[src/rtl/packet_latency_jitter_loss_monitor_top_macros.svh]
// Assertion macros shared by the packet latency monitor RTL.
`ifndef PACKET_LATENCY_JITTER_LOSS_MONITOR_TOP_MACROS_SVH
`define PACKET_LATENCY_JITTER_LOSS_MONITOR_TOP_MACROS_SVH
`ifndef ASSERT_OFF
// Condition that must hold at every clock edge outside reset.
`define PLM_ASSERT_ALWAYS(lbl, cond) \
  lbl: assert property (@(posedge clk) disable iff (rst) (cond)) \
    else $error("plm assertion failed");
// Condition that must hold in the cycle after the trigger.
`define PLM_ASSERT_NEXT(lbl, ante, cons) \
  lbl: assert property (@(posedge clk) disable iff (rst) (ante) |=> (cons)) \
    else $error("plm assertion failed");
`else
`define PLM_ASSERT_ALWAYS(lbl, cond)
`define PLM_ASSERT_NEXT(lbl, ante, cons)
`endif
`endif

[src/rtl/plm_pkg.sv]
// Package with constants and types of the packet latency monitor.
`timescale 1ns / 1ps
package plm_pkg;

  localparam int TIME_WIDTH_DEF = 48;
  localparam logic [31:0] GAP_LIMIT_DEF = 32'd10000;
  localparam logic [31:0] REPORT_RST = 32'd1000;

  localparam int CNT_W = 48;
  localparam logic [CNT_W-1:0] COUNT_MAX = '1;

  // Divider lanes: dividend and divisor widths.
  localparam int NUM_W = 72;
  localparam int DEN_W = 64;
  localparam int LANES = 4;
  localparam int LANE_RATE = 0;
  localparam int LANE_MLAT = 1;
  localparam int LANE_MJIT = 2;
  localparam int LANE_LOSS = 3;

  localparam logic [17:0] RATE_SCALE = 18'd256000;
  localparam logic [14:0] LOSS_SCALE = 15'd25600;

  // Quotient caps, one per lane.
  localparam logic [LANES-1:0][NUM_W-1:0] LANE_CAP = {
    72'd25600,
    {15'd0, {57{1'b1}}},
    {16'd0, {56{1'b1}}},
    {32'd0, {40{1'b1}}}
  };

  localparam int QUEUE_DEPTH = 2;

  // One classified packet waiting for its divisions.
  typedef struct packed {
    logic signed [48:0] latency;
    logic [48:0] jitter;
    logic [47:0] received_count;
    logic [47:0] lost_count;
    logic signed [48:0] lowest_latency;
    logic [47:0] highest_latency;
    logic [48:0] highest_jitter;
    logic [31:0] sequence_num;
    logic mean_neg;
    logic jit_zero;
    logic rate_upd;
    logic [LANES-1:0][NUM_W-1:0] num;
    logic [LANES-1:0][DEN_W-1:0] den;
  } job_t;

endpackage

[src/rtl/plm_queue.sv]
// Short job queue between front and back end.
`timescale 1ns / 1ps
module plm_queue #(
  parameter int DEPTH = plm_pkg::QUEUE_DEPTH
) (
  input  logic clk,
  input  logic rst,
  input  logic push,
  input  plm_pkg::job_t data_in,
  input  logic pop,
  output plm_pkg::job_t data_out,
  output logic [$clog2(DEPTH):0] count,
  output logic full,
  output logic empty
);
  import plm_pkg::*;

  localparam int PW = $clog2(DEPTH);

  job_t slots [DEPTH];
  logic [PW-1:0] wr_ptr, rd_ptr;

  assign full = (count == (PW+1)'(DEPTH));
  assign empty = (count == '0);
  assign data_out = slots[rd_ptr];

  // Entry storage.
  always_ff @(posedge clk) begin
    if (push) begin
      slots[wr_ptr] <= data_in;
    end
  end

  // Pointers and fill count.
  always_ff @(posedge clk) begin
    if (rst) begin
      wr_ptr <= '0;
      rd_ptr <= '0;
      count <= '0;
    end else begin
      if (push) begin
        wr_ptr <= (wr_ptr == PW'(DEPTH-1)) ? '0 : wr_ptr + PW'(1);
      end
      if (pop) begin
        rd_ptr <= (rd_ptr == PW'(DEPTH-1)) ? '0 : rd_ptr + PW'(1);
      end
      if (push && !pop) begin
        count <= count + (PW+1)'(1);
      end else if (pop && !push) begin
        count <= count - (PW+1)'(1);
      end
    end
  end

endmodule

[config.mk]
export PLATFORM = sky130hd
export DESIGN_NAME = plm_queue
export DESIGN_NICKNAME = d
export VERILOG_FILES = /design/src/rtl/packet_latency_jitter_loss_monitor_top_macros.svh /design/src/rtl/plm_pkg.sv /design/src/rtl/plm_queue.sv
export SDC_FILE = /design/constraint.sdc
export NUM_CORES = 1
export LEC_CHECK = 0
export BUFFER_PORTS_ARGS = -buffer_cell sky130_fd_sc_hd__buf_2
export CAP_MARGIN = 40
export CORE_AREA = 2 2 726 728
export DETAILED_ROUTE_END_ITERATION = 6
export DIE_AREA = 0 0 728 730
export GPL_ROUTABILITY_DRIVEN = 0
export PLACE_DENSITY = 0.31
export RECOVER_POWER = 25
export REMOVE_ABC_BUFFERS = 1
export SYNTH_ARGS = -nofsm -noshare
export SYNTH_HDL_FRONTEND = slang
export SYNTH_SLANG_ARGS = --single-unit
[constraint.sdc]
create_clock -name clk -period 42.5 [get_ports clk]
set_input_delay 4.25 -clock clk [delete_from_list [all_inputs] [get_ports clk]]
set_output_delay 4.25 -clock clk [all_outputs]
set_load 0.03 [all_outputs]
==> results.md <==
Status:
- The flow ran to the end, and the final reports show no timing, DRC or antenna violations.

Final layout:
- The final design area excluding fillers is 91,600 µm².
- Leaving out fill and tap cells, the most frequent cells in the layout are 1,838 x edfxtp_1, 1,524 x buf_2, 919 x mux2_2, 364 x clkbuf_1, 235 x clkbuf_16.
- The library cell used most frequently in the layout, excluding fill and tap cells, is edfxtp_1.
- The layout overhead on the synthesized area is 37.0%.
- The proportion of layout cells with a drive suffix above 1 is 55.3%.
- The net count of the finished layout is 5,844.

Setup path:
- Counting both buffers and inverters, the worst setup path holds a total of 9.
- The most numerous cell on the critical path is buf_4.
- The critical path is of the reg -> out type.
- The element type at the critical path start is a flop.
- The critical path's slowest cell is buf_4.
- The cell type group with the largest total delay on the critical path is buffers and inverters.
- The signal on the critical path passes through buf_4, buf_16, buf_4, buf_12, buf_4, buf_4, buf_4, buf_16, mux2_2, buf_2.
- The critical path endpoint category is an output port.
- The largest incremental delay on the critical path is 0.79 ns.
- The peak fanout along the critical path is 112.
- STA puts the critical path data arrival time at 6.53 ns.
- At the worst endpoint, the required time is 38.25 ns.

Global route:
- Entering global routing, the biggest net connects 149 pins.
- The number of global-route vias before repair came to 39,000.
- The initial antenna violation count is 292.
- For this run the aggregate overflow at the end of global routing stands at 0.
- The first global-routing pass estimated 433 mm of wire.
- The global-route total usage across every layer is 12.6%.

STA:
- The final number of max-transition violations is 0.
- The final hold violation count was 0.
- Subtracting the final worst setup slack from the clock period gives 10.78 ns.
- At the pin with the least slew margin, the transition time is 1.03 ns.
- The final worst-path cycle share is 25.4%.
- Derived from the worst setup path, the maximum achievable clock frequency is 0.0928 GHz.
- Setup violations remaining at the end of the flow were counted as 0.
- Measured against its own limit, the worst slew margin works out to 31.6%.
- Setup repair after global routing left no endpoint under its margin.
- Adding up every negative setup slack in the final design gives 0 ns.
- The final worst clock skew is 0.0964 ns.

Synth:
- Sequential elements use 82.7% of the synthesized area.
- The cell type with the highest aggregate area in the netlist is edfxtp_1.
- Summing every instance area after synthesis gives 66,900 µm².
- After synthesis, the cell types taking the most area are edfxtp_1 83%, mux2_2 15%, buf_6 1.7%, dfxtp_1 0.15%, nor2_1 0.028%.
- The synthesized design contains 1,843 register bits.
- Summed over its instances, the top area cell type makes up 82.5% of the synthesized netlist area.
- The netlist uses 14 different library cells.
- The synthesized instance count is 2,881.
- During synthesis, Yosys emitted a total of 0 warnings.
- The average cell area after synthesis is 23.2 µm².

Place:
- Summed over all nets, the half-perimeter wirelength after detailed placement is 286 mm.
- The total placed instance area is 84,400 µm².
- The count of input and output buffers is 1,845.

Clock tree:
- The maximum buffer depth of the clock tree is 4.
- In this run the post-CTS setup repair buffer count came out at 0.
- The TritonCTS clock tree is yes.
- Counting the buffers created by CTS gives 235.
- Buffers inserted to repair hold after CTS numbered 0.
- The TritonCTS sink count is 1,843.
- The quantity of gates resized following cts is 0.
- The latest clock arrival within the worst-skew pair is 0.92 ns.
- The cell sitting at the root of the clock tree is a clkbuf_16.
- The H-tree was split into 4 levels.
- The clock transition time at the flip-flop clock pins of the worst setup and hold paths is 0.06 ns.

Floorplanning:
- The initial standard-cell utilization of the core is 12.8%.
- After floorplanning, the core was divided into 266 placement rows.
- The height of the die is 730 µm.
- The core region is 524,000 µm².
- The number of ports placed on the die boundary is 1,846.
- The die span in x is 728 µm.
- The floorplan step defined a die boundary enclosing 531,000 µm².

Detailed routing:
- The detailed router finished its first iteration with 2,259 violations.
- The number of detailed-routing iterations run before antenna repair is 6.
- The detail route stage leaves a number of antenna-violating nets equal to 0.
- The number of vias per cell after detailed routing is 3.10.
- The total detailed-routing wirelength is 351 mm.
- The average wire per cell in the routed design is 28.8 µm.
- Across all layers, the routed design uses 37,700 vias.
- The DRC violation count after routing is 0.

Power:
- The share of total power dissipated in sequential elements is 44.8%.
- In this run the power density over the cells is 52.4 nW/µm².
- For this design the total switching power over the nets is 1.37 mW.
- The leakage power of the design is 31.1 nW.
- The internal portion of the total power is 3.43 mW.
- The clock network accounts for 40.2% of the total power.
- The switching share of power is 28.5%.
- The worst-case IR drop observed on VDD is 0.0000350 V.
- The share of power burned in combinational logic is 15.0%.

Flow run:
- The number of max-cap violations is 0.

Min path:
- The path type of the worst min-delay path is reg -> reg.
-- path summary, 6_finish.rpt --
path | depth (start not counted) | end | from | slack (ns)
worst min register to register | 2 | rd_ptr | rd_ptr | 0.51
worst min-delay path | 2 | rd_ptr | rd_ptr | 0.51
worst max-delay path | 10 | data_out[805] | flop | 31.72
worst max register to register | 8 | slots[0][371] | wr_ptr | 36.67
-- flip-flops by register name, indices dropped and copies added (netlist names), named ones only --
register	flops
count	2
wr_ptr	1
rd_ptr	1
slots	1838
-- area by class of cell --
type                            count  area (µm²)
Antenna cell                       87         218
Timing Repair Buffer             1904        9540
Fill cell                       56900      432000
Clock buffer                      279        6050
Tap cell                         6968        8720
Clock inverter                    153        1350
Sequential cell                  1843       55300
Inverter                            1        3.75
Multi-Input combinational cell    935       10500
-- cell usage after synthesis --
cell / count
edfxtp_1: 1838
o21ai_0: 1
buf_6: 102
nor2b_1: 2
a21oi_1: 1
dfxtp_1: 5
and2_1: 1
mux2_2: 919
inv_1: 1
nor2_1: 5
ha_1: 1
xor2_1: 2
xnor2_1: 2
or3_1: 1
-- power by group through the flow --
stage / Clock [mW] / Sequential [mW] / Combinational, mW
finish: 1.93 / 2.15 / 0.721
CTS: 2.01 / 2.15 / 0.754
detailed placement: 0 / 2.19 / 0.752
global route: 2.08 / 2.16 / 0.759
global placement: 0 / 2.19 / 0.745
floorplan: 0 / 2.35 / 0.441
-- per-stage QoR --
step	util (%)	power [mW]	instances	hold WS, ns	setup WS, ns
after global routing	17.5	5.00	12100	0.562	31.24
after floorplan	-	2.79	2779	0.480	-3.42
after detailed placement	16.1	2.94	11700	0.506	32.22
final	17.5	4.80	12200	0.512	31.72
after CTS	17.5	4.92	12100	0.522	31.13
after global placement	16.1	2.93	11600	0.501	32.00
-- kinds of logic (layout without fill, tap and decap cells) --
| group | count (synthesis) | in the layout | synth area share [%] |
|---|---|---|---|
| buffers and inverters | 103 | 2337 | 1.72 |
| flip-flops | 1843 | 1843 | 82.7 |
| XOR/XNOR | 4 | 4 | 0.0524 |
| AO/OA/AOI/OAI | 2 | 2 | 0.0149 |
| AND/OR/NAND/NOR | 9 | 9 | 0.0655 |
| multiplexers | 919 | 919 | 15.5 |
| adder cells (fa/ha/maj) | 1 | 1 | 0.0187 |
| other | 0 | 87 | 0 |
-- per-layer routing --
metal / GRT usage, % / part of all wire (%) / wire, µm / vias to the layer above
met5: 0 / 0.28 / 989 / -
met4: 3.83 / 3.8 / 13200 / 150
met3: 6.15 / 11 / 38600 / 755
met2: 22.2 / 50 / 175000 / 1763
met1: 13.0 / 35 / 124000 / 19200
li1: - / - / - / 15800
-- worst reg2reg max path: cells and delay by family, from the launching register on --
kind / cells / cell delay (ns)
flip-flops: 1 / 0.35
AND/OR/NAND/NOR: 1 / 0.11
buffers and inverters: 7 / 4.95
No activity file was read; power rests on OpenSTA's default activity.
