$ cat config.mk
export PLATFORM = sky130hd
export DESIGN_NAME = plm_front_flat
export DESIGN_NICKNAME = d
export VERILOG_FILES = /design/src/rtl/packet_latency_jitter_loss_monitor_top_macros.svh /design/src/rtl/plm_pkg.sv /design/src/rtl/plm_channels.sv /design/src/rtl/plm_front.sv /design/src/flat_wrapper.sv
export SDC_FILE = /design/constraint.sdc
export NUM_CORES = 2
export LEC_CHECK = 0
export BUFFER_PORTS_ARGS = -buffer_cell sky130_fd_sc_hd__buf_2
export CAP_MARGIN = 20
export CORE_ASPECT_RATIO = 0.75
export CORE_MARGIN = 2
export CORE_UTILIZATION = 40
export CTS_CLUSTER_SIZE = 16
export DETAILED_ROUTE_END_ITERATION = 8
export HOLD_SLACK_MARGIN = 0.08
export PLACE_DENSITY = 0.58
export SLEW_MARGIN = 20
export SYNTH_ARGS = -nofsm -noshare
export SYNTH_HDL_FRONTEND = slang
export SYNTH_SLANG_ARGS = --single-unit
export TNS_END_PERCENT = 50
$ cat constraint.sdc
create_clock -name clk -period 46.7 [get_ports clk]
set_clock_uncertainty 0.2 [all_clocks]
set_input_delay 9.34 -clock clk [delete_from_list [all_inputs] [get_ports clk]]
set_output_delay 9.34 -clock clk [all_outputs]
set_load 0.02 [all_outputs]
$ cat src/rtl/packet_latency_jitter_loss_monitor_top_macros.svh
// Assertion macros shared by the packet latency monitor RTL.
`ifndef PACKET_LATENCY_JITTER_LOSS_MONITOR_TOP_MACROS_SVH
`define PACKET_LATENCY_JITTER_LOSS_MONITOR_TOP_MACROS_SVH
`ifndef ASSERT_OFF
// Condition that must hold at every clock edge outside reset.
`define PLM_ASSERT_ALWAYS(lbl, cond) \
  lbl: assert property (@(posedge clk) disable iff (rst) (cond)) \
    else $error("plm assertion failed");
// Condition that must hold in the cycle after the trigger.
`define PLM_ASSERT_NEXT(lbl, ante, cons) \
  lbl: assert property (@(posedge clk) disable iff (rst) (ante) |=> (cons)) \
    else $error("plm assertion failed");
`else
`define PLM_ASSERT_ALWAYS(lbl, cond)
`define PLM_ASSERT_NEXT(lbl, ante, cons)
`endif
`endif

$ cat src/rtl/plm_pkg.sv
// Package with constants and types of the packet latency monitor.
`timescale 1ns / 1ps
package plm_pkg;

  localparam int TIME_WIDTH_DEF = 48;
  localparam logic [31:0] GAP_LIMIT_DEF = 32'd10000;
  localparam logic [31:0] REPORT_RST = 32'd1000;

  localparam int CNT_W = 48;
  localparam logic [CNT_W-1:0] COUNT_MAX = '1;

  // Divider lanes: dividend and divisor widths.
  localparam int NUM_W = 72;
  localparam int DEN_W = 64;
  localparam int LANES = 4;
  localparam int LANE_RATE = 0;
  localparam int LANE_MLAT = 1;
  localparam int LANE_MJIT = 2;
  localparam int LANE_LOSS = 3;

  localparam logic [17:0] RATE_SCALE = 18'd256000;
  localparam logic [14:0] LOSS_SCALE = 15'd25600;

  // Quotient caps, one per lane.
  localparam logic [LANES-1:0][NUM_W-1:0] LANE_CAP = {
    72'd25600,
    {15'd0, {57{1'b1}}},
    {16'd0, {56{1'b1}}},
    {32'd0, {40{1'b1}}}
  };

  localparam int QUEUE_DEPTH = 2;

  // One classified packet waiting for its divisions.
  typedef struct packed {
    logic signed [48:0] latency;
    logic [48:0] jitter;
    logic [47:0] received_count;
    logic [47:0] lost_count;
    logic signed [48:0] lowest_latency;
    logic [47:0] highest_latency;
    logic [48:0] highest_jitter;
    logic [31:0] sequence_num;
    logic mean_neg;
    logic jit_zero;
    logic rate_upd;
    logic [LANES-1:0][NUM_W-1:0] num;
    logic [LANES-1:0][DEN_W-1:0] den;
  } job_t;

endpackage

$ cat src/rtl/plm_channels.sv
// Valid/ready channel interfaces for packets in and snapshots out.
`timescale 1ns / 1ps
interface plm_in_if;
  logic valid;
  logic ready;
  logic [47:0] receive_time;
  logic [47:0] send_stamp;
  logic [31:0] sequence_req;
  modport source(output valid, receive_time, send_stamp, sequence_req, input ready);
  modport sink(input valid, receive_time, send_stamp, sequence_req, output ready);
endinterface


$ cat src/rtl/plm_front.sv
// Front end: accepts packets, updates statistics and builds division jobs.
`timescale 1ns / 1ps
module plm_front #(
  parameter int TIME_WIDTH = plm_pkg::TIME_WIDTH_DEF,
  parameter logic [31:0] GAP_LIMIT = plm_pkg::GAP_LIMIT_DEF
) (
  input  logic clk,
  input  logic rst,
  plm_in_if.sink in_ch,
  input  logic cfg_we,
  input  logic [31:0] cfg_wdata,
  input  logic q_full,
  output logic q_push,
  output plm_pkg::job_t q_data
);
  import plm_pkg::*;

  logic [31:0] report_interval;
  logic signed [63:0] prior_latency;
  logic first_seen;
  logic signed [63:0] latency_total;
  logic [63:0] jitter_total;
  logic signed [63:0] min_latency;
  logic min_valid;
  logic signed [63:0] max_latency;
  logic [63:0] max_jitter;
  logic [47:0] rx_total;
  logic [47:0] lost_total;
  logic [31:0] last_sequence;
  logic [TIME_WIDTH-1:0] window_start;
  logic [47:0] window_count;

  logic [TIME_WIDTH-1:0] rt, st, lat_mag_t, elapsed, ws0;
  logic [63:0] mag64, lat_abs, jit, jt_next, lt_mag;
  logic signed [63:0] lat, lt_next, min_next, max_next;
  logic [64:0] diff, negd, jt_sum, lt_sum;
  logic [63:0] max_jit_next;
  logic [47:0] rx_next, lost_next, wc0, wc1;
  logic [48:0] lost_sum, loss_total;
  logic [31:0] expect_seq, gap, gap_add;
  logic fresh, roll;
  logic [65:0] rate_prod;
  logic [62:0] loss_prod;

  assign in_ch.ready = !q_full;
  assign q_push = in_ch.valid && !q_full;

  // Latency, clamped to the signed 64-bit range.
  always_comb begin
    rt = TIME_WIDTH'(in_ch.receive_time);
    st = TIME_WIDTH'(in_ch.send_stamp);
    lat_mag_t = (rt >= st) ? rt - st : st - rt;
    mag64 = 64'(lat_mag_t);
    lat_abs = mag64[63] ? {1'b0, {63{1'b1}}} : mag64;
    lat = (rt >= st) ? $signed(lat_abs) : -$signed(lat_abs);
  end

  // Jitter and the saturating sums.
  always_comb begin
    diff = {lat[63], lat} - {prior_latency[63], prior_latency};
    negd = -diff;
    jit = first_seen ? '0 : (diff[64] ? negd[63:0] : diff[63:0]);
    jt_sum = {1'b0, jitter_total} + {1'b0, jit};
    jt_next = jt_sum[64] ? '1 : jt_sum[63:0];
    max_jit_next = (jit > max_jitter) ? jit : max_jitter;
    lt_sum = {latency_total[63], latency_total} + {lat[63], lat};
    if (lt_sum[64] != lt_sum[63]) begin
      lt_next = lt_sum[64] ? {1'b1, 63'd0} : {1'b0, {63{1'b1}}};
    end else begin
      lt_next = $signed(lt_sum[63:0]);
    end
    lt_mag = lt_next[63] ? 64'(-lt_next) : 64'(lt_next);
    min_next = (!min_valid || lat < min_latency) ? lat : min_latency;
    max_next = (lat > max_latency) ? lat : max_latency;
    rx_next = (rx_total == COUNT_MAX) ? rx_total : rx_total + 48'd1;
  end

  // Loss from sequence gaps; all ones means no previous packet.
  always_comb begin
    expect_seq = last_sequence + 32'd1;
    gap = in_ch.sequence_req - expect_seq;
    gap_add = (last_sequence != '1 && gap < GAP_LIMIT) ? gap : '0;
    lost_sum = {1'b0, lost_total} + 49'(gap_add);
    lost_next = (lost_sum > 49'(COUNT_MAX)) ? COUNT_MAX : lost_sum[47:0];
    loss_total = 49'(rx_next) + 49'(lost_next);
  end

  // Rate window.
  always_comb begin
    fresh = (window_start == '0);
    ws0 = fresh ? rt : window_start;
    wc0 = fresh ? '0 : window_count;
    wc1 = (wc0 == COUNT_MAX) ? wc0 : wc0 + 48'd1;
    elapsed = rt - ws0;
    roll = 64'(elapsed) >= 64'(report_interval);
    rate_prod = 66'(wc1) * 66'(RATE_SCALE);
    loss_prod = 63'(lost_next) * 63'(LOSS_SCALE);
  end

  // Job for the back end.
  always_comb begin
    q_data.latency = lat[48:0];
    q_data.jitter = jit[48:0];
    q_data.received_count = rx_next;
    q_data.lost_count = lost_next;
    q_data.lowest_latency = min_next[48:0];
    q_data.highest_latency = max_next[47:0];
    q_data.highest_jitter = max_jit_next[48:0];
    q_data.sequence_num = in_ch.sequence_req;
    q_data.mean_neg = lt_next[63];
    q_data.jit_zero = (rx_next < 48'd2);
    q_data.rate_upd = roll;
    q_data.num[LANE_RATE] = NUM_W'(rate_prod);
    q_data.den[LANE_RATE] = 64'(elapsed);
    q_data.num[LANE_MLAT] = {lt_mag, 8'd0};
    q_data.den[LANE_MLAT] = 64'(rx_next);
    q_data.num[LANE_MJIT] = {jt_next, 8'd0};
    q_data.den[LANE_MJIT] = 64'(rx_next - 48'd1);
    q_data.num[LANE_LOSS] = NUM_W'(loss_prod);
    q_data.den[LANE_LOSS] = 64'(loss_total);
  end

  // State update on each transfer.
  always_ff @(posedge clk) begin
    if (rst) begin
      report_interval <= REPORT_RST;
      prior_latency <= '0;
      first_seen <= 1'b1;
      latency_total <= '0;
      jitter_total <= '0;
      min_latency <= '0;
      min_valid <= 1'b0;
      max_latency <= '0;
      max_jitter <= '0;
      rx_total <= '0;
      lost_total <= '0;
      last_sequence <= '1;
      window_start <= '0;
      window_count <= '0;
    end else begin
      if (cfg_we) begin
        report_interval <= cfg_wdata;
      end
      if (q_push) begin
        prior_latency <= lat;
        first_seen <= 1'b0;
        latency_total <= lt_next;
        jitter_total <= jt_next;
        min_latency <= min_next;
        min_valid <= 1'b1;
        max_latency <= max_next;
        max_jitter <= max_jit_next;
        rx_total <= rx_next;
        lost_total <= lost_next;
        last_sequence <= in_ch.sequence_req;
        window_start <= roll ? rt : ws0;
        window_count <= roll ? '0 : wc1;
      end
    end
  end

endmodule

$ cat src/flat_wrapper.sv
// flat-port wrapper written by rule: the top's interface ports become plain ports
module plm_front_flat import plm_pkg::*;
#(
  parameter int TIME_WIDTH = plm_pkg::TIME_WIDTH_DEF,
  parameter logic [31:0] GAP_LIMIT = plm_pkg::GAP_LIMIT_DEF
)
  (clk, rst, cfg_we, cfg_wdata, q_full, q_push, q_data, in_ch_valid, in_ch_receive_time, in_ch_send_stamp, in_ch_sequence_req, in_ch_ready);
  plm_in_if in_ch_i ();
  input  logic clk;
  input  logic rst;
  input  logic cfg_we;
  input  logic [31:0] cfg_wdata;
  input  logic q_full;
  output logic q_push;
  output plm_pkg::job_t q_data;
  input wire logic [$bits(in_ch_i.valid)-1:0] in_ch_valid;
  input wire logic [$bits(in_ch_i.receive_time)-1:0] in_ch_receive_time;
  input wire logic [$bits(in_ch_i.send_stamp)-1:0] in_ch_send_stamp;
  input wire logic [$bits(in_ch_i.sequence_req)-1:0] in_ch_sequence_req;
  output wire logic [$bits(in_ch_i.ready)-1:0] in_ch_ready;
  assign in_ch_i.valid = in_ch_valid;
  assign in_ch_i.receive_time = in_ch_receive_time;
  assign in_ch_i.send_stamp = in_ch_send_stamp;
  assign in_ch_i.sequence_req = in_ch_sequence_req;
  assign in_ch_ready = in_ch_i.ready;
  plm_front #(.TIME_WIDTH(TIME_WIDTH), .GAP_LIMIT(GAP_LIMIT)) u_core (.clk(clk), .rst(rst), .in_ch(in_ch_i), .cfg_we(cfg_we), .cfg_wdata(cfg_wdata), .q_full(q_full), .q_push(q_push), .q_data(q_data));
endmodule
==> summary.txt <==
clk slew on worst S/H paths: 0.06 ns
Worst Path Arrival: 26.22 ns
core footprint: 203000 sq um
Post-layout nets: 12900
initial DRC count: 8238
Fmax: 28.0 MHz
I/O Buffers: 986
Synth Instances: 11000
Initial DRT Pass Iterations: 6
Worst R2R Path Depth: 33
Pwr Total: 4780 uW
wire per inst: 23.6 um
worst hold start: u_core.window_count[1]
reg-to-reg endpoint: u_core.jitter_total[32]
die area: 209000 sq um
most frequent cells in the layout: buf_2 (985), inv_1 (960), nand2_1 (934), ha_1 (934), a21oi_1 (927)
final setup fails: 0
routed vias/inst: 5.90
reg-to-reg startpoint: u_core.prior_latency[8]
worst slew pin tran: 1.20 ns
DRC: 0
Final Core Density: 44.8%
H-tree lvl count: 3
TNS Setup: 0 ns
critical path endpoint category: output port
Worst Path Max Fanout: 83
# clock sinks: 642
Starting Density: 40.4%
clock root buffer: clkbuf_16
cell leakage power: 0.0438 uW
I/O pins: 1086
Slew headroom: 18.9%
Synth Area in XOR/XNOR: 7.23%
post-synthesis mux area share: 2.05%
largest net degree at the start of global routing: 192
Design Area, Final: 90900 sq um
Synth Register Bits: 642
WHS: 0.249 ns
minimum clock period: 35.76 ns
Clock Latency Late Sink: 0.71 ns
synth warn: 0
antenna violations before repair: 33
reg2reg setup slack: 35.32 ns
WP data required: 37.16 ns
Tcrit/Tclk final: 76.6%
syn_area_per_cell: 7.46 sq um
Total Routed Length: 338 mm
CP max stage delay: 0.93 ns
startpoint types: input port
post-detail-place hpwl: 275 mm
Async SR Flop Fraction: 0%
max cap viols: 0
layout cells sized above 1: 13.3%
Die Ht: 396 um
Cells on Worst Hold Path: 2
post-synthesis to final-layout area growth: 10.9%
post-CTS setup buffers: 0
commonest non-fill, non-tap cell in the layout: buf_2
Cell Pwr Density: 52.5 nW/um^2
worst min path class: reg2reg
CTS tree: built
endpoints failing hold: 0
synth unique cells: 109
slowest stage cell on the critical path: nor3_2
pins over their slew limit: 0
post-CTS resize count: 0
RSZ-0062 raised after global routing: no
cell area after placement: 88000 sq um
Synth Area in Simple Gates: 20.3%
gr ovfl total: 0
TritonCTS buffer count: 84
hold buffers post-CTS: 0
DR vias: 84300
largest family of logic cells by synthesized area: compound AO/OA/AOI/OAI gates
critical path class: in2out
vias in the first global route: 76800
Seq/Total Area, Yosys: 15.7%
EDFF count, synth: 0
total track usage: 30.9%
Main synth FF type: dfxtp_1
Die X: 527 um
Synth Area in Compound Gates: 25.2%
first-pass GRT wire length: 499 mm
outcome: finished, final reports clean
clock buffer depth: 3
remaining antenna violation count: 0
Adder-Cell Fraction of Synth Area: 20.0%
Critical Path Most Common Cell: buf_4
synthesized area: 82000 sq um
Row Count: 143
Final GP Congestion: 1.03
worst vdd ir: 0.0470 mV
Hold Path End: u_core.window_count[1]
[where the power goes]
part	internal, uW	switching [uW]
clock	410	292
combinational	1080	2370
sequential	593	31.5
total	2080	2690
[final cells by class]
cell class / instances / area, sq um
antenna: 15 / 37.5
tap: 2682 / 3360
clock inverter: 31 / 357
timing repair buffer: 1139 / 6130
clock buffer: 117 / 2500
inverter: 965 / 3630
fill: 20700 / 112000
multi-input combinational: 8689 / 62000
sequential: 642 / 12900
[worst max path at each step]
stage / startpoint / to / slack [ns] / cells past startpoint
finish: in_ch_receive_time[0] / q_data[437] / 10.94 / 54
detailed placement: in_ch_receive_time[0] / q_data[456] / 11.41 / 54
global route: in_ch_receive_time[0] / q_data[414] / 9.81 / 54
floorplan: in_ch_receive_time[0] / q_data[470] / 15.22 / 57
CTS: in_ch_receive_time[0] / q_data[456] / 11.32 / 54
global placement: in_ch_receive_time[0] / q_data[412] / 11.98 / 54
[logic make-up (layout without fill, tap and decap cells)]
logic type,count (synthesis),count (layout)
AO/OA/AOI/OAI,3154,3154
XOR/XNOR,676,676
adder cells (fa/ha/maj),1172,1172
buffers and inverters,1775,2252
other,1,132
multiplexers,158,158
AND/OR/NAND/NOR,3412,3412
flip-flops,642,642
[flip-flops by register name, summed over array words and instances (netlist names)]
signal	flops
u_core.jitter_total	64
u_core.latency_total	64
u_core.max_jitter	64
u_core.max_latency	64
u_core.min_latency	64
u_core.prior_latency	64
u_core.lost_total	48
u_core.rx_total	48
u_core.window_count	48
u_core.window_start	48
u_core.last_sequence	32
u_core.report_interval	32
u_core.first_seen	1
u_core.min_valid	1
[synthesized netlist by cell type, drive strengths merged, types with 85 or more instances]
cell	count	area, sq um
and2	95	594
nor2b	85	532
clkbuf	426	1600
o21a	106	797
fa	234	4680
xor2	252	2210
buf	384	2620
ha	934	11700
o21ai	534	2680
nor4	93	656
nand2b	87	544
dfxtp	642	12900
o21bai	109	818
xnor2	424	3710
nor2	892	3350
nand2	939	3530
nand3	265	1330
nor3	248	1260
inv	964	3620
a21oi	930	4670
nand4	230	1440
and3	127	795
a21o	437	3280
o211ai	108	811
a211oi	185	1390
or3	125	782
a31oi	132	856
[worst max-delay path: cells and delay by family]
| kind | cells | cell delay (ns) |
|---|---|---|
| adder cells (fa/ha/maj) | 5 | 1.82 |
| buffers and inverters | 11 | 2.49 |
| AO/OA/AOI/OAI | 26 | 8.58 |
| XOR/XNOR | 1 | 0.49 |
| AND/OR/NAND/NOR | 11 | 3.30 |
[metal layers]
layer  track usage, %  vias up  share of wire, %
met5                0        -             0.036
met4             9.77       18               3.5
met3             5.15      403               7.7
met2             44.7     3245                41
met1             45.8    40700                48
li1                 -    39900                 -
[through the flow]
step	setup slack, ns	std cells
finish	10.94	14300
CTS	11.32	14300
floorplan	15.22	11100
detailed placement	11.41	14100
global placement	11.98	14100
global route	9.81	14300
Note: power is estimated with default switching activity, not from simulation.
