## config.mk

```make
export PLATFORM = sky130hd
export DESIGN_NAME = plm_back_flat
export DESIGN_NICKNAME = d
export VERILOG_FILES = /design/src/rtl/packet_latency_jitter_loss_monitor_top_macros.svh /design/src/rtl/plm_pkg.sv /design/src/rtl/plm_channels.sv /design/src/rtl/plm_divider.sv /design/src/rtl/plm_back.sv /design/src/flat_wrapper.sv
export SDC_FILE = /design/constraint.sdc
export NUM_CORES = 2
export LEC_CHECK = 0
export ABC_AREA = 1
export BUFFER_PORTS_ARGS = -buffer_cell sky130_fd_sc_hd__clkbuf_2
export CORE_AREA = 4 4 571 573
export CTS_CLUSTER_DIAMETER = 60
export DETAILED_ROUTE_END_ITERATION = 10
export DIE_AREA = 0 0 575 577
export PLACE_DENSITY = 0.48
export SETUP_SLACK_MARGIN = 0.05
export SLEW_MARGIN = 20
export SYNTH_ARGS = -nofsm -noshare
export SYNTH_HDL_FRONTEND = slang
export SYNTH_SLANG_ARGS = --single-unit
```

## constraint.sdc

```tcl
create_clock -name clk -period 35.8 [get_ports clk]
set_input_delay 1.79 -clock clk [delete_from_list [all_inputs] [get_ports clk]]
set_output_delay 1.79 -clock clk [all_outputs]
set_load 0.1 [all_outputs]
```

## src/rtl/packet_latency_jitter_loss_monitor_top_macros.svh

```systemverilog
// Assertion macros shared by the packet latency monitor RTL.
`ifndef PACKET_LATENCY_JITTER_LOSS_MONITOR_TOP_MACROS_SVH
`define PACKET_LATENCY_JITTER_LOSS_MONITOR_TOP_MACROS_SVH
`ifndef ASSERT_OFF
// Condition that must hold at every clock edge outside reset.
`define PLM_ASSERT_ALWAYS(lbl, cond) \
  lbl: assert property (@(posedge clk) disable iff (rst) (cond)) \
    else $error("plm assertion failed");
// Condition that must hold in the cycle after the trigger.
`define PLM_ASSERT_NEXT(lbl, ante, cons) \
  lbl: assert property (@(posedge clk) disable iff (rst) (ante) |=> (cons)) \
    else $error("plm assertion failed");
`else
`define PLM_ASSERT_ALWAYS(lbl, cond)
`define PLM_ASSERT_NEXT(lbl, ante, cons)
`endif
`endif

```

## src/rtl/plm_pkg.sv

```systemverilog
// Package with constants and types of the packet latency monitor.
`timescale 1ns / 1ps
package plm_pkg;

  localparam int TIME_WIDTH_DEF = 48;
  localparam logic [31:0] GAP_LIMIT_DEF = 32'd10000;
  localparam logic [31:0] REPORT_RST = 32'd1000;

  localparam int CNT_W = 48;
  localparam logic [CNT_W-1:0] COUNT_MAX = '1;

  // Divider lanes: dividend and divisor widths.
  localparam int NUM_W = 72;
  localparam int DEN_W = 64;
  localparam int LANES = 4;
  localparam int LANE_RATE = 0;
  localparam int LANE_MLAT = 1;
  localparam int LANE_MJIT = 2;
  localparam int LANE_LOSS = 3;

  localparam logic [17:0] RATE_SCALE = 18'd256000;
  localparam logic [14:0] LOSS_SCALE = 15'd25600;

  // Quotient caps, one per lane.
  localparam logic [LANES-1:0][NUM_W-1:0] LANE_CAP = {
    72'd25600,
    {15'd0, {57{1'b1}}},
    {16'd0, {56{1'b1}}},
    {32'd0, {40{1'b1}}}
  };

  localparam int QUEUE_DEPTH = 2;

  // One classified packet waiting for its divisions.
  typedef struct packed {
    logic signed [48:0] latency;
    logic [48:0] jitter;
    logic [47:0] received_count;
    logic [47:0] lost_count;
    logic signed [48:0] lowest_latency;
    logic [47:0] highest_latency;
    logic [48:0] highest_jitter;
    logic [31:0] sequence_num;
    logic mean_neg;
    logic jit_zero;
    logic rate_upd;
    logic [LANES-1:0][NUM_W-1:0] num;
    logic [LANES-1:0][DEN_W-1:0] den;
  } job_t;

endpackage

```

## src/rtl/plm_channels.sv

```systemverilog


interface plm_out_if;
  logic valid;
  logic ready;
  logic signed [48:0] latency;
  logic [48:0] jitter;
  logic [47:0] received_count;
  logic [47:0] lost_count;
  logic signed [48:0] lowest_latency;
  logic [47:0] highest_latency;
  logic [48:0] highest_jitter;
  logic signed [56:0] mean_latency_q8;
  logic [56:0] mean_jitter_q8;
  logic [14:0] loss_percent_q8;
  logic [39:0] rate_q8;
  logic [31:0] previous_sequence;
  modport source(output valid, latency, jitter, received_count, lost_count,
                 lowest_latency, highest_latency, highest_jitter, mean_latency_q8,
                 mean_jitter_q8, loss_percent_q8, rate_q8, previous_sequence,
                 input ready);
  modport sink(input valid, latency, jitter, received_count, lost_count,
               lowest_latency, highest_latency, highest_jitter, mean_latency_q8,
               mean_jitter_q8, loss_percent_q8, rate_q8, previous_sequence,
               output ready);
endinterface

```

## src/rtl/plm_divider.sv

```systemverilog
// Restoring divider, one quotient bit per cycle while step is high, with a capped result.
`timescale 1ns / 1ps
module plm_divider (
  input  logic clk,
  input  logic start,
  input  logic step,
  input  logic [plm_pkg::NUM_W-1:0] num,
  input  logic [plm_pkg::DEN_W-1:0] den,
  input  logic [plm_pkg::NUM_W-1:0] cap,
  output logic [plm_pkg::NUM_W-1:0] quot
);
  import plm_pkg::*;

  logic [DEN_W-1:0] divisor, rem;
  logic [NUM_W-1:0] dq;
  logic [DEN_W:0] r_sh, r_sub;
  logic take;

  // Trial subtraction for the next quotient bit.
  always_comb begin
    r_sh = {rem, dq[NUM_W-1]};
    r_sub = r_sh - {1'b0, divisor};
    take = (r_sh >= {1'b0, divisor});
    quot = (dq > cap) ? cap : dq;
  end

  // Dividend shifts out as quotient bits shift in.
  always_ff @(posedge clk) begin
    if (start) begin
      divisor <= den;
      rem <= '0;
      dq <= num;
    end else if (step) begin
      rem <= take ? r_sub[DEN_W-1:0] : r_sh[DEN_W-1:0];
      dq <= {dq[NUM_W-2:0], take};
    end
  end

endmodule

```

## src/rtl/plm_back.sv

```systemverilog
// Back end: runs the divisions of one job and holds the snapshot output.
`timescale 1ns / 1ps
module plm_back (
  input  logic clk,
  input  logic rst,
  input  logic q_empty,
  input  plm_pkg::job_t q_data,
  output logic q_pop,
  plm_out_if.source out_ch
);
  import plm_pkg::*;

  localparam logic [1:0] ST_IDLE = 2'd0;
  localparam logic [1:0] ST_RUN = 2'd1;
  localparam logic [1:0] ST_DONE = 2'd2;
  localparam int SW = $clog2(NUM_W);

  logic [1:0] state, state_next;
  logic [SW-1:0] step_cnt;
  job_t job;
  logic [39:0] rate_reg, rate_next;
  logic [LANES-1:0][NUM_W-1:0] quot;
  logic load_out;
  logic [56:0] mlat_mag;

  assign q_pop = (state == ST_IDLE) && !q_empty;
  assign load_out = (state == ST_DONE) && (!out_ch.valid || out_ch.ready);

  // Division lanes.
  for (genvar i = 0; i < LANES; i++) begin : g_lane
    plm_divider u_div (
      .clk(clk),
      .start(q_pop),
      .step(state == ST_RUN),
      .num(q_data.num[i]),
      .den(q_data.den[i]),
      .cap(LANE_CAP[i]),
      .quot(quot[i])
    );
  end

  // Sequencer.
  always_comb begin
    state_next = state;
    case (state)
      ST_IDLE: begin
        if (q_pop) state_next = ST_RUN;
      end
      ST_RUN: begin
        if (step_cnt == SW'(NUM_W-1)) state_next = ST_DONE;
      end
      ST_DONE: begin
        if (load_out) state_next = ST_IDLE;
      end
      default: state_next = ST_IDLE;
    endcase
    rate_next = job.rate_upd ? quot[LANE_RATE][39:0] : rate_reg;
    mlat_mag = quot[LANE_MLAT][56:0];
  end

  always_ff @(posedge clk) begin
    if (rst) begin
      state <= ST_IDLE;
      step_cnt <= '0;
      rate_reg <= '0;
      out_ch.valid <= 1'b0;
    end else begin
      state <= state_next;
      if (q_pop) begin
        step_cnt <= '0;
      end else if (state == ST_RUN) begin
        step_cnt <= step_cnt + SW'(1);
      end
      if (load_out) begin
        rate_reg <= rate_next;
        out_ch.valid <= 1'b1;
      end else if (out_ch.ready) begin
        out_ch.valid <= 1'b0;
      end
    end
  end

  // Job and snapshot payload.
  always_ff @(posedge clk) begin
    if (q_pop) begin
      job <= q_data;
    end
    if (load_out) begin
      out_ch.latency <= job.latency;
      out_ch.jitter <= job.jitter;
      out_ch.received_count <= job.received_count;
      out_ch.lost_count <= job.lost_count;
      out_ch.lowest_latency <= job.lowest_latency;
      out_ch.highest_latency <= job.highest_latency;
      out_ch.highest_jitter <= job.highest_jitter;
      out_ch.mean_latency_q8 <= job.mean_neg ? -$signed(mlat_mag) : $signed(mlat_mag);
      out_ch.mean_jitter_q8 <= job.jit_zero ? '0 : quot[LANE_MJIT][56:0];
      out_ch.loss_percent_q8 <= quot[LANE_LOSS][14:0];
      out_ch.rate_q8 <= rate_next;
      out_ch.previous_sequence <= job.sequence_num;
    end
  end

endmodule
```

## src/flat_wrapper.sv

```systemverilog
// flat-port wrapper written by rule: the top's interface ports become plain ports
module plm_back_flat import plm_pkg::*;
  (clk, rst, q_empty, q_data, q_pop, out_ch_valid, out_ch_latency, out_ch_jitter, out_ch_received_count, out_ch_lost_count, out_ch_lowest_latency, out_ch_highest_latency, out_ch_highest_jitter, out_ch_mean_latency_q8, out_ch_mean_jitter_q8, out_ch_loss_percent_q8, out_ch_rate_q8, out_ch_previous_sequence, out_ch_ready);
  plm_out_if out_ch_i ();
  input  logic clk;
  input  logic rst;
  input  logic q_empty;
  input  plm_pkg::job_t q_data;
  output logic q_pop;
  output wire logic [$bits(out_ch_i.valid)-1:0] out_ch_valid;
  output wire logic [$bits(out_ch_i.latency)-1:0] out_ch_latency;
  output wire logic [$bits(out_ch_i.jitter)-1:0] out_ch_jitter;
  output wire logic [$bits(out_ch_i.received_count)-1:0] out_ch_received_count;
  output wire logic [$bits(out_ch_i.lost_count)-1:0] out_ch_lost_count;
  output wire logic [$bits(out_ch_i.lowest_latency)-1:0] out_ch_lowest_latency;
  output wire logic [$bits(out_ch_i.highest_latency)-1:0] out_ch_highest_latency;
  output wire logic [$bits(out_ch_i.highest_jitter)-1:0] out_ch_highest_jitter;
  output wire logic [$bits(out_ch_i.mean_latency_q8)-1:0] out_ch_mean_latency_q8;
  output wire logic [$bits(out_ch_i.mean_jitter_q8)-1:0] out_ch_mean_jitter_q8;
  output wire logic [$bits(out_ch_i.loss_percent_q8)-1:0] out_ch_loss_percent_q8;
  output wire logic [$bits(out_ch_i.rate_q8)-1:0] out_ch_rate_q8;
  output wire logic [$bits(out_ch_i.previous_sequence)-1:0] out_ch_previous_sequence;
  input wire logic [$bits(out_ch_i.ready)-1:0] out_ch_ready;
  assign out_ch_valid = out_ch_i.valid;
  assign out_ch_latency = out_ch_i.latency;
  assign out_ch_jitter = out_ch_i.jitter;
  assign out_ch_received_count = out_ch_i.received_count;
  assign out_ch_lost_count = out_ch_i.lost_count;
  assign out_ch_lowest_latency = out_ch_i.lowest_latency;
  assign out_ch_highest_latency = out_ch_i.highest_latency;
  assign out_ch_highest_jitter = out_ch_i.highest_jitter;
  assign out_ch_mean_latency_q8 = out_ch_i.mean_latency_q8;
  assign out_ch_mean_jitter_q8 = out_ch_i.mean_jitter_q8;
  assign out_ch_loss_percent_q8 = out_ch_i.loss_percent_q8;
  assign out_ch_rate_q8 = out_ch_i.rate_q8;
  assign out_ch_previous_sequence = out_ch_i.previous_sequence;
  assign out_ch_i.ready = out_ch_ready;
  plm_back u_core (.clk(clk), .rst(rst), .q_empty(q_empty), .q_data(q_data), .q_pop(q_pop), .out_ch(out_ch_i));
endmodule
```

==> impl_metrics.py <==
metrics = {
    "run_status": {
        "status": "finished with violations",
        "violations": "max-slew violations",
    },
    "synthesis": {
        "synth_nets": 11800,
        "netlist.area_leader.share": 0.489,
        "synth-edff-count": 1460,
        "synth_cell_type_count": 44,
        "synthCells": 10600,
        "syn_avg_cell_area_um2": 8.48,
        "yosysWarningCount": 0,
        "synthFlopType": "edfxtp_1",
        "yosys.area.top_type": "edfxtp_1",
        "synthTopCellsByArea": "edfxtp_1 (49%), nand2_1 (17%), inv_1 (7.4%), dfxtp_1 (6.8%), ha_1 (3.6%)",
        "netlist_area_um2": 89700,
        "ys_seq_area_frac": 0.557,
        "ys_ff_latch": 1766,
        "async_reset_ff_frac": 0,
    },
    "routing": {
        "drc": 0,
        "drt-pass1-iter-count": 6,
        "ant_nets": 0,
        "vias_per_cell": 4.52,
        "drt_iter0_markers": 6546,
        "drt_wl_total_mm": 397,
        "wl_per_cell_um": 23.9,
        "vias": 75200,
    },
    "placed_design": {
        "dp_hpwl_mm": 324,
        "portBuffers": 1465,
        "place.gp.congestion": 0.988,
        "place_area_um2": 102000,
        "pre_cts_ws_ps": 30210,
    },
    "die": {
        "start_util": 0.280,
        "num_io_pins": 1466,
        "dieArea_um2": 332000,
        "rows": 208,
        "core-area_um2": 321000,
        "die_w_um": 575,
        "die_y_um": 577,
    },
    "clock_tree": {
        "clockRootBuffer": "clkbuf_16",
        "cts_resized": 0,
        "clkTransAtPathRegs_ps": 60,
        "worstSkewPairLatency_ps": 920,
        "cts_post_setup_buffers_inserted": 0,
        "hold_buffers": 0,
        "numCtsBuffers": 223,
        "h-tree-depth": 4,
        "clock_sinks": 1766,
        "cts_tree": "yes",
        "cts_buffer_depth": 4,
    },
    "power_and_ir_drop": {
        "ir_worst_vdd_uv": 41.6,
        "total_leakage_power_nw": 52.3,
        "pwr_density_cell_nw_per_um2": 68.6,
    },
    "finish": {
        "mostFrequentLayoutCell": "nand2_1",
        "regArea_um2": 50000,
        "reg_top3": "u_core.job: 375 flops, u_core.g_lane.u_div.dq: 288 flops",
        "design_area_um2": 109000,
        "drive_gt1_frac": 0.161,
        "final.fill_count": 34300,
        "regMostFlops": "u_core.job",
        "layout_common_cells": "nand2_1 (4067), inv_1 (1771), clkbuf_2 (1465)",
        "multi_input_area_um2": 31900,
        "area_growth_pct": 21.9,
        "largest_reg_flops": 375,
        "nets": 13200,
    },
    "sta": {
        "fin_crit_sh": 0.137,
        "period_needed_ps": 4900,
        "worst_slack_ps": 30900,
        "rsz0062_at_grt": "no",
        "hold_viol": 0,
        "finClkSkew_ps": 115,
        "setup_violations": 0,
        "tightest_slew_ps": 1670,
        "fmax_ghz": 0.204,
        "slew_violations": 80,
        "tns_ps": 0,
        "whs_ps": 359,
        "slew_headroom": -0.112,
    },
    "grt": {
        "grtUsageTotal": 0.229,
        "antenna_found_initial": 234,
        "overflow": 0,
        "grt_pass1_wl_mm": 543,
        "grt_max_degree": 193,
        "grt_pass1_vias": 71100,
    },
    "worst_hold_path": {
        "worst_hold_path_type": "register to register",
    },
    "critical_path": {
        "end_kind": "output port",
        "critical_path_arrival_ps": 3110,
        "cp-start-kind": "primary input",
        "crit_type": "primary input to output port",
        "cp.required_ps": 34010,
        "path_max_fanout": 11,
    },
    "job": {
        "maxCapViolCount": 0,
    },
}
## kinds of logic (layout without fill, tap and decap cells)
logic type	after synthesis	after routing	share of synthesized area
XOR/XNOR	186	186	0.0182
AO/OA/AOI/OAI	564	564	0.0340
AND/OR/NAND/NOR	5760	5760	0.266
flip-flops	1766	1766	0.557
other	0	74	0
adder cells (fa/ha/maj)	262	262	0.0369
buffers and inverters	2039	3710	0.0881
## final cells by class
type / count / share of cell area
Antenna cell: 74 / 0.00169
Clock buffer: 242 / 0.0522
Clock inverter: 171 / 0.0158
Inverter: 1780 / 0.0613
Multi-Input combinational cell: 6772 / 0.292
Sequential cell: 1766 / 0.457
Tap cell: 4305 / 0.0492
Timing Repair Buffer: 1517 / 0.0712
## routing by layer
metal | up-vias | wire (um) | GRT usage
li1 | 36600 | - | -
met1 | 35400 | 169000 | 0.299
met2 | 2520 | 182000 | 0.371
met3 | 674 | 27100 | 0.0433
met4 | 54 | 19200 | 0.0990
met5 | - | 373 | 0
## cells in the mapped netlist (12+ instances only)
cell type	count
buf_4	12
buf_1	20
ha_1	258
a31o_2	40
buf_6	18
edfxtp_1	1460
nand2_1	4069
nor4_1	36
o21bai_1	12
clkbuf_1	153
a21oi_1	245
nor2_1	672
xor2_1	35
o21ai_0	243
nand4_1	65
dfxtp_1	306
inv_1	1774
xnor2_1	151
nor3_1	71
buf_2	56
nand3_1	511
nand3b_1	280
## critical path: stages
cell and delay (ps):
clkbuf_2 100, nor3_2 250, buf_4 390, clkbuf_2 530
## power breakdown
group	internal, mW	switching [mW]	total [mW]
Sequential	2.53	0.177	2.71
Clock	1.32	0.958	2.28
Combinational	0.782	1.73	2.51
## worst paths after layout
path                                                      from                                          end  slack (ps)  cells past startpoint
setup / recovery                                       q_empty                                        q_pop       30900                      4
hold / removal                       u_core.job[817]$_DFFE_PP_   u_core.out_ch.received_count[44]$_DFFE_PP_         360                      0
setup reg to reg  u_core.g_lane[1].u_div.divisor[50]$_DFFE_PP_  u_core.g_lane[1].u_div.rem[55]$_SDFFE_PP0P_       31720                     16
hold reg to reg                      u_core.job[817]$_DFFE_PP_   u_core.out_ch.received_count[44]$_DFFE_PP_         360                      0
## stage by stage
step,total power [mW],util,std cells
2_1_floorplan,4.57,-,10600
3_3_place_gp,5.24,0.317,16100
3_5_place_dp,5.25,0.317,16100
4_1_cts,7.57,0.341,16600
5_1_grt,7.98,0.341,16600
6_report,7.50,0.341,16600
No activity file was read; power rests on OpenSTA's default activity.
